===== src/rtl/tes_pkg.sv =====
// ----------------------------------------------------------------------------
// tes_pkg
// Shared types and constants of the timed event scheduler.
// ----------------------------------------------------------------------------
package tes_pkg;

    localparam int DEF_SLOTS    = 64;
    localparam int DEF_TAG_BITS = 16;
    localparam int RESULT_CAP   = 64;
    localparam int CNT_W        = $clog2(RESULT_CAP);

    typedef enum logic [2:0] {
        F_ADD   = 3'd0,
        F_DEL   = 3'd1,
        F_TICK  = 3'd2,
        F_REARM = 3'd3,
        F_QUERY = 3'd4,
        F_WAIT  = 3'd5
    } t_func;

    typedef enum logic [2:0] {
        ST_OK       = 3'd0,
        ST_ZERO     = 3'd1,
        ST_FULL     = 3'd2,
        ST_NOTFOUND = 3'd3,
        ST_EXPIRED  = 3'd4,
        ST_EMPTY    = 3'd5
    } t_status;

    typedef enum logic [1:0] {
        S_IDLE,
        S_SCAN,
        S_FINISH,
        S_FLUSH
    } t_state;

    typedef struct packed {
        logic [2:0]         func;
        logic signed [31:0] delay_ms;
        logic               use_result_period;
        logic [15:0]        handler_tag;
        logic [30:0]        event_id;
        logic signed [31:0] handler_result;
    } t_req;

    typedef struct packed {
        logic [2:0]  status;
        logic [30:0] event_id_res;
        logic [15:0] handler_tag_res;
        logic [30:0] remaining_ms;
        logic        last;
    } t_res;

    // One stored event, tag kept in its own array
    typedef struct packed {
        logic [30:0] id;
        logic [31:0] due;
        logic [31:0] period;
        logic        mode;
        logic [31:0] order;
    } t_slot;

    typedef struct packed {
        logic load;
        logic rescan;
        logic finish;
        logic flush;
    } t_cmd;

    typedef struct packed {
        logic done;
        logic again;
        logic flush;
    } t_sts;

endpackage


===== src/rtl/tes_ctrl.sv =====
// ----------------------------------------------------------------------------
// tes_ctrl
// Sequencer: accept a request, run slot scans, finish and flush results.
// ----------------------------------------------------------------------------
module tes_ctrl (
    input  logic          i_clk,
    input  logic          i_rst_n,
    input  logic          start,
    input  logic [2:0]    i_func,
    input  tes_pkg::t_sts i_sts,
    output tes_pkg::t_cmd o_cmd,
    output logic          busy
);
    import tes_pkg::*;

    t_state r_state, n_state;

    always_ff @(posedge i_clk) begin
        if (!i_rst_n) begin
            r_state <= S_IDLE;
        end else begin
            r_state <= n_state;
        end
    end

    always_comb begin
        n_state = r_state;
        o_cmd   = '0;
        busy    = 1'b1;
        case (r_state)
            S_IDLE: begin
                busy = 1'b0;
                // undefined codes are taken and dropped
                if (start && i_func <= F_WAIT) begin
                    o_cmd.load = 1'b1;
                    n_state    = S_SCAN;
                end
            end
            S_SCAN: begin
                if (i_sts.done) begin
                    n_state = S_FINISH;
                end
            end
            S_FINISH: begin
                o_cmd.finish = 1'b1;
                if (i_sts.again) begin
                    o_cmd.rescan = 1'b1;
                    n_state      = S_SCAN;
                end else if (i_sts.flush) begin
                    n_state = S_FLUSH;
                end else begin
                    n_state = S_IDLE;
                end
            end
            S_FLUSH: begin
                o_cmd.flush = 1'b1;
                n_state     = S_IDLE;
            end
            default: n_state = S_IDLE;
        endcase
    end

endmodule


===== config.mk =====
export PLATFORM = sky130hd
export DESIGN_NAME = tes_ctrl
export DESIGN_NICKNAME = d
export VERILOG_FILES = /design/src/rtl/tes_pkg.sv /design/src/rtl/tes_ctrl.sv
export SDC_FILE = /design/constraint.sdc
export NUM_CORES = 1
export LEC_CHECK = 0
export ABC_CLOCK_PERIOD_IN_PS = 2500
export BUFFER_PORTS_ARGS = -buffer_cell sky130_fd_sc_hd__buf_2
export CAP_MARGIN = 25
export CORE_AREA = 2 2 39 41
export CTS_BUF_LIST = sky130_fd_sc_hd__clkbuf_4 sky130_fd_sc_hd__clkbuf_8
export CTS_CLUSTER_DIAMETER = 30
export CTS_CLUSTER_SIZE = 16
export DETAILED_ROUTE_END_ITERATION = 8
export DIE_AREA = 0 0 41 43
export GPL_TIMING_DRIVEN = 0
export HOLD_SLACK_MARGIN = 0.12
export PLACE_DENSITY = 0.43
export REMOVE_ABC_BUFFERS = 1
export SKIP_CTS_REPAIR_TIMING = 1
export SYNTH_ARGS = -nofsm -noshare
export SYNTH_HDL_FRONTEND = slang
export SYNTH_SLANG_ARGS = --single-unit
export TNS_END_PERCENT = 10

===== constraint.sdc =====
create_clock -name i_clk -period 2.5 [get_ports i_clk]
set_input_delay 0.25 -clock i_clk [delete_from_list [all_inputs] [get_ports i_clk]]
set_output_delay 0.25 -clock i_clk [all_outputs]
set_load 0.02 [all_outputs]

==> flow_summary.ini, run 1 <==
[timing]
fin_ws_ns = 1.06
rsz0062_at_grt = no
finClkSkew_ns = 0.00368
clock.fmax_mhz = 695
drv_slew = 0
min_period_over_period_pct = 57.5
setup_tns_ns = 0
tightest_slew_ns = 0.217
relSlewSlack_pct = 85.5
fin_crit_ns = 1.44
finalHoldViolCount = 0
setup_viol = 0

[logic_synthesis]
synthArstFlopShare_pct = 0
ys_seq_area_share_pct = 28.8
netlist_top_cells_count = 2 x dfxtp_1, 2 x nand3b_1
avgSynthCellArea_um2 = 9.92
synth_compound_area_share_pct = 31.5
synthSimpleGateAreaFrac_pct = 36.9
synthMuxAreaShare_pct = 0
yosysUniqueCellTypes = 12
synth_area_leader_cell = dfxtp_1
ys_seq_elements = 2
synth_top_family_by_area = simple AND/OR/NAND/NOR gates
synth-xor-area-share_pct = 0
synth_adder_area_share_pct = 0
synthCells = 14
synth_area_um2 = 139
synthTopCellsByArea = dfxtp_1 29%, a211oi_4 14%, nand3b_1 11%
yosysWarnings = 0
synth_edf_count = 0
synth_top_cell_area_share_pct = 28.8
synthFlopType = dfxtp_1

[cts]
htreeDepth = 1
clockBufferDepth = 2
cts_sinks = 2
clk_pin_slew_ns = 0.03
cts_buffers = 3
cts_tree = yes
insertion_delay_ns = 0.23
root_buffer = clkbuf_4

[floorplan]
fp.dieArea_mm2 = 0.00176
die_w_um = 41
start_util_pct = 10.0
core_area_mm2 = 0.00138
rows = 14
io_pins = 14
die_h_um = 43

[grt]
grt_max_degree = 6
antenna_found_initial = 0
grt_pass1_vias = 124
grt_usage_pct = 5.61
grt_pass1_wl_um = 552
grt_overflow_total = 0

[drt]
vias = 153
drtPass1Iterations = 4
drc = 0
ant_nets = 0
routedWlPerCell_um = 8.53
wirelength_um = 384
vias_per_cell = 3.40
first_iter_violations = 2

[setup_path]
cpPeakStageDelay_ns = 0.33
arrival_ns = 1.19
crit_type = flop to output pin
end_kind = output pin
cp.required_ns = 2.25
path_max_fanout = 5
cp-start-kind = flop
slowest_stage = dfxtp_1
path_cells = or2_4 -> a211oi_4 -> buf_2

[power]
vdd_drop_max_mv = 0.169
p_per_area_mw_per_mm2 = 579
p_leak_nw = 0.117

[finish]
area_growth_pct = 73.9
num-fill-cells = 155
diodes = 0
multi_input_area_um2 = 95.1
largest-register = r_state
drive_above_1_share_pct = 62.1
finalNetCount = 40
top_regs = r_state (2)
largest_reg_flops = 2
postLayoutCellArea_um2 = 241
area.sequential_um2 = 40.0

[status]
status = finished, final reports clean

[placement]
place_area_um2 = 219
port_buffers = 12
dp_hpwl_um = 308
globalplace.congestion = 0.559
pre_cts_slack_ns = 1.30

[run]
maxCapViolations = 0

[worst_hold_path]
hold_path_class = input pin to flop
==> power breakdown <==
group / internal (W) / total (W) / leakage (nW) / switching (W)
logic: 0.0000147 / 0.0000304 / 0.0871 / 0.0000157
clock network: 0.0000531 / 0.0000729 / 0.0138 / 0.0000198
registers: 0.0000343 / 0.0000364 / 0.0164 / 0.00000219
==> cell type report <==
class	count	share of cell area, %
multi-input combinational	11	39.4
timing repair buffer	12	24.9
sequential	2	16.6
clock buffer	3	9.33
tap	16	8.29
inverter	1	1.55
==> path summary, 6_finish.rpt <==
path	startpoint	to	slack, ns	depth (start not counted)
max	r_state[0]	o_cmd[3]	1.06	3
min	i_rst_n	r_state[0]	0.26	2
max reg2reg	r_state[1]	r_state[0]	1.51	3
min reg2reg	r_state[0]	r_state[1]	0.53	2
==> cell families (layout without fill, tap and decap cells) <==
logic type | after synthesis | count (layout)
and+or+nand+nor | 7 | 7
AOI/OAI and AO/OA | 4 | 4
DFF | 2 | 2
buffers and inverters | 1 | 16
==> metal layers <==
metal  GRT usage, %  up-vias  routed length [um]  part of all wire [%]
li1               -       81                   -                     -
met1           8.95       59                 236                    61
met2           3.13       13                  85                    22
met3           4.71        0                  63                    16
met4           6.00        0                   0                     0
met5              0        -                   0                     0
==> metrics by stage <==
| step | instances | hold slack, ns | utilization (%) | total power [W] |
|---|---|---|---|---|
| final | 45 | 0.258 | 17.5 | 0.000140 |
| after floorplan | 14 | 0.378 | - | 0.0000543 |
| after CTS | 45 | 0.251 | 17.5 | 0.000145 |
| after global routing | 45 | 0.261 | 17.5 | 0.000152 |
| after global placement | 42 | 0.492 | 15.8 | 0.0000672 |
| after detailed placement | 42 | 0.491 | 15.8 | 0.0000672 |
==> cells in the final DEF (no fill, tap or decap), drive strengths merged <==
cell     n
clkbuf   3
a211oi   1
buf     12
a21boi   1
and2     2
inv      1
dfxtp    2
or2      1
o31a     1
nor2b    1
nand3b   2
o21a     1
nor3b    1
==> worst max-delay path, delay by kind of cell, from the launching register on <==
family	cells	cell delay, ns
AO/OA/AOI/OAI	1	0.16
buffers and inverters	1	0.20
flip-flops	1	0.33
AND/OR/NAND/NOR	1	0.28
Note: power is estimated with default switching activity, not from simulation.
==> run 2: changes to the inputs <==
--- a/config.mk
+++ b/config.mk
@@ -5,7 +5,7 @@
 export SDC_FILE = /design/constraint.sdc
 export NUM_CORES = 1
 export LEC_CHECK = 0
-export ABC_CLOCK_PERIOD_IN_PS = 2500
+export ABC_CLOCK_PERIOD_IN_PS = 1300
 export BUFFER_PORTS_ARGS = -buffer_cell sky130_fd_sc_hd__buf_2
 export CAP_MARGIN = 25
 export CORE_AREA = 2 2 39 41
@@ -16,7 +16,7 @@
 export DIE_AREA = 0 0 41 43
 export GPL_TIMING_DRIVEN = 0
 export HOLD_SLACK_MARGIN = 0.12
-export PLACE_DENSITY = 0.43
+export PLACE_DENSITY = 0.44
 export REMOVE_ABC_BUFFERS = 1
 export SKIP_CTS_REPAIR_TIMING = 1
 export SYNTH_ARGS = -nofsm -noshare
==> constraint.sdc (replaced) <==
create_clock -name i_clk -period 1.3 [get_ports i_clk]
set_input_delay 0.13 -clock i_clk [delete_from_list [all_inputs] [get_ports i_clk]]
set_output_delay 0.13 -clock i_clk [all_outputs]
set_load 0.02 [all_outputs]
==> run 2 against run 1 <==
  * Sequential power up 96%
  * Non-clock buffer count unchanged
  * Register-to-register slack worse by 1.2 ns
  * Final cell count unchanged
  * Power up 96%
  * First-iteration DRC count up 50%
  * Clock power up 93%
  * Critical endpoint unchanged
  * Largest cell class unchanged
  * Largest power group unchanged
==> flow_summary.ini, run 2 (synthesis results as in run 1) <==
[floorplan]
fp.dieArea_mm2 = 0.00176
die_w_um = 41
die_h_um = 43
io_pins = 14
start_util_pct = 10.0
core_area_mm2 = 0.00138
rows = 14

[power]
seq_power_share_pct = 26.0
power.share.clock_pct = 51.2
p_leak_nw = 0.120
switching_share_pct = 26.8
vdd_drop_max_mv = 0.337
p_sw_w = 0.0000736
combPwrFrac_pct = 22.7
p_per_area_mw_per_mm2 = 1090
p_int_w = 0.000201

[timing]
rsz0062_at_grt = yes
finClkSkew_ns = 0.00614
fin_ws_ns = 0.0112
clock.fmax_mhz = 776
relSlewSlack_pct = 86.2
finalHoldViolCount = 0
drv_slew = 0
setup_viol = 0
tightest_slew_ns = 0.207
min_period_over_period_pct = 99.1
fin_crit_ns = 1.29

[drt]
vias = 158
routedWlPerCell_um = 8.84
first_iter_violations = 3
drtPass1Iterations = 3
vias_per_cell = 3.51
drc = 0
ant_nets = 0
wirelength_um = 398

[cts]
insertion_delay_ns = 0.23
htreeDepth = 1
clk_pin_slew_ns = 0.03
clockBufferDepth = 2
cts_buffers = 3
root_buffer = clkbuf_4
cts_tree = yes
cts_sinks = 2

[setup_path]
cp-start-kind = flop
arrival_ns = 1.16
path_max_fanout = 5
cp.required_ns = 1.17
end_kind = output pin
crit_type = flop to output pin

[finish]
postLayoutCoreUtil_pct = 18.3
diodes = 0
num-fill-cells = 153
final_common_cell = buf_2
largest-register = r_state
most-common-layout-cells = 11 x buf_2, 3 x clkbuf_4, 2 x nand3b_1, 2 x dfxtp_2
area_growth_pct = 82.0
finalNetCount = 40
top_regs = r_state (2)
drive_above_1_share_pct = 72.4
largest_reg_flops = 2
instances_no_fill = 45

[grt]
antenna_found_initial = 0
grt_overflow_total = 0
grt_max_degree = 6
grt_pass1_wl_um = 545
grt_usage_pct = 5.41
grt_pass1_vias = 129

[placement]
globalplace.congestion = 0.558
placedCellCount = 42
dp_hpwl_um = 319
pre_cts_slack_ns = 0.212
port_buffers = 12

[run]
maxCapViolations = 0

[status]
status = finished, final reports clean

[worst_hold_path]
hold_path_class = input pin to flop
## run 2: per-stage QoR
stage	power, W	instance area, um2	TNS (ns)	hold slack [ns]
floorplan	0.000105	139	0	0.258
global placement	0.000129	219	0	0.372
detailed placement	0.000129	219	0	0.370
CTS	0.000279	241	-0.0389	0.131
global route	0.000299	253	-0.0416	0.138
finish	0.000274	253	0	0.141
## run 2: final cells by class
| class | count | area, um2 | share of cell area, % |
|---|---|---|---|
| clock buffer | 3 | 22.5 | 8.91 |
| tap | 16 | 20.0 | 7.92 |
| inverter | 1 | 3.75 | 1.49 |
| sequential | 2 | 42.5 | 16.8 |
| multi-input combinational | 11 | 97.6 | 38.6 |
| timing repair buffer | 12 | 66.3 | 26.2 |
## run 2: worst max-delay path, cell delays in order (launching register included)
cell	delay, ns
dfxtp_2	0.33
or2_4	0.27
a211oi_4	0.19
buf_6	0.15
## run 2: routing by layer
layer  track usage (%)  vias up  wire, um
li1                  -       81         -
met3              4.71        0        77
met5                 0        -         0
met4              6.00        0         0
met1              8.31       64       219
met2              3.13       13       101
## run 2: final timing paths
| path | startpoint | endpoint | slack [ns] | depth (start not counted) |
|---|---|---|---|---|
| setup / recovery | r_state[0] | o_cmd[3] | 0.01 | 3 |
| hold / removal | i_rst_n | r_state[0] | 0.14 | 2 |
| setup reg to reg | r_state[0] | r_state[0] | 0.29 | 3 |
| hold reg to reg | r_state[0] | r_state[1] | 0.51 | 2 |
## run 2: power by group through the flow
stage,logic (W),registers (W),clock network (W)
3_5_place_dp,0.0000585,0.0000708,0
2_1_floorplan,0.0000348,0.0000697,0
5_1_grt,0.0000671,0.0000723,0.000159
4_1_cts,0.0000587,0.0000701,0.000150
6_report,0.0000624,0.0000715,0.000141
3_3_place_gp,0.0000585,0.0000706,0
==> run 3: changes to the inputs <==
--- a/config.mk
+++ b/config.mk
@@ -5,7 +5,6 @@
 export SDC_FILE = /design/constraint.sdc
 export NUM_CORES = 1
 export LEC_CHECK = 0
-export ABC_CLOCK_PERIOD_IN_PS = 1300
 export BUFFER_PORTS_ARGS = -buffer_cell sky130_fd_sc_hd__buf_2
 export CAP_MARGIN = 25
 export CORE_AREA = 2 2 39 41
@@ -16,6 +15,7 @@
 export DIE_AREA = 0 0 41 43
 export GPL_TIMING_DRIVEN = 0
 export HOLD_SLACK_MARGIN = 0.12
+export MAX_ROUTING_LAYER = met4
 export PLACE_DENSITY = 0.44
 export REMOVE_ABC_BUFFERS = 1
 export SKIP_CTS_REPAIR_TIMING = 1
==> run 3 against run 2 <==
  * Maximum frequency fell by 0.29%
  * Largest power group unchanged
  * Highest routed layer is now met4
  * Critical path depth did not move
  * Cell area did not move
  * Sequential cell count did not move
  * Clock power barely moved
  * Via count fell by 0.63%
==> flow_summary.ini, run 3 (synthesis results as in run 1) <==
[drt]
wirelength_um = 398
vias = 157
drc = 0
routedWlPerCell_um = 8.84
vias_per_cell = 3.49
drtPass1Iterations = 2
ant_nets = 0
first_iter_violations = 3

[timing]
rsz0062_at_grt = yes
min_period_over_period_pct = 99.4
setup_viol = 0
relSlewSlack_pct = 86.2
drv_slew = 0
fin_crit_ns = 1.29
finClkSkew_ns = 0.00624
clock.fmax_mhz = 774
finalHoldViolCount = 0
tightest_slew_ns = 0.207

[placement]
place_area_um2 = 219
port_buffers = 12
dp_hpwl_um = 319
globalplace.congestion = 0.561

[status]
status = finished, final reports clean

[finish]
final_common_cell = buf_2
largest-register = r_state
top_regs = r_state (2)
largest_reg_flops = 2
finalNetCount = 40
diodes = 0
postLayoutCellArea_um2 = 253
drive_above_1_share_pct = 72.4
area_growth_pct = 82.0
most-common-layout-cells = 11 x buf_2, 3 x clkbuf_4, 2 x nand3b_1, 2 x dfxtp_2

[setup_path]
crit_start = r_state[0]
critPathCapture = o_cmd[3]
end_kind = output pin
reg2reg_from = r_state[0]
r2r_end = r_state[0]
crit_type = flop to output pin
cp.required_ns = 1.17
reg2reg_slack_ns = 0.29
reg2reg_depth = 3
cp-start-kind = flop
arrival_ns = 1.16
path_max_fanout = 5

[cts]
root_buffer = clkbuf_4
clockBufferDepth = 2
insertion_delay_ns = 0.23
cts_sinks = 2
htreeDepth = 1
cts_buffers = 3
cts_tree = yes
clk_pin_slew_ns = 0.03

[floorplan]
rows = 14
fp.dieArea_mm2 = 0.00176
die_h_um = 43
core_area_mm2 = 0.00138
start_util_pct = 10.0
die_w_um = 41
io_pins = 14

[grt]
grt_usage_pct = 5.54
grt_max_degree = 6
grt_pass1_vias = 130
grt_overflow_total = 0
grt_pass1_wl_um = 545
antenna_found_initial = 0

[run]
maxCapViolations = 0

[power]
p_per_area_mw_per_mm2 = 1100
power.total_w = 0.000277
vdd_drop_max_mv = 0.345
p_leak_nw = 0.120

[worst_hold_path]
worstHoldStart = i_rst_n
hold_path_class = input pin to flop
==> run 3: worst max-delay path: stages (launching register included) <==
cell and delay, ns:
dfxtp_2 0.33, or2_4 0.27, a211oi_4 0.19, buf_6 0.15
==> run 3: how the worst min path moves through the flow <==
stage	end	depth (start not counted)	slack, ns
after floorplan	r_state[0]	1	0.26
after global placement	r_state[0]	2	0.37
after detailed placement	r_state[0]	2	0.37
after CTS	r_state[0]	2	0.13
after global routing	r_state[0]	2	0.14
final	r_state[0]	2	0.14
==> run 3: layout make-up <==
type | count | area (um2)
Clock buffer | 3 | 22.5
Sequential cell | 2 | 42.5
Inverter | 1 | 3.75
Multi-Input combinational cell | 11 | 97.6
Fill cell | 153 | 1130
Timing Repair Buffer | 12 | 66.3
Tap cell | 16 | 20.0
==> run 3: power by group <==
part           internal, W  leakage, nW  switching, W
sequential       0.0000667       0.0172    0.00000482
combinational    0.0000320       0.0886     0.0000304
clock             0.000102       0.0138     0.0000406
==> run 3: per-stage QoR <==
stage / util (%) / instances / hold slack [ns] / setup WS (ns) / TNS, ns
CTS: 17.5 / 45 / 0.131 / -0.0389 / -0.0389
global placement: 15.8 / 42 / 0.372 / 0.214 / 0
finish: 18.3 / 45 / 0.137 / 0.00743 / 0
global route: 18.3 / 45 / 0.138 / -0.0416 / -0.0416
floorplan: - / 14 / 0.258 / 0.0868 / 0
detailed placement: 15.8 / 42 / 0.370 / 0.212 / 0
==> run 3: per-layer routing <==
metal	vias up	GRT usage [%]	share of wire, %
met2	15	3.13	23
met4	0	6.00	2.0
met1	60	8.31	53
li1	80	-	-
met3	2	4.71	22
met5	-	-	0
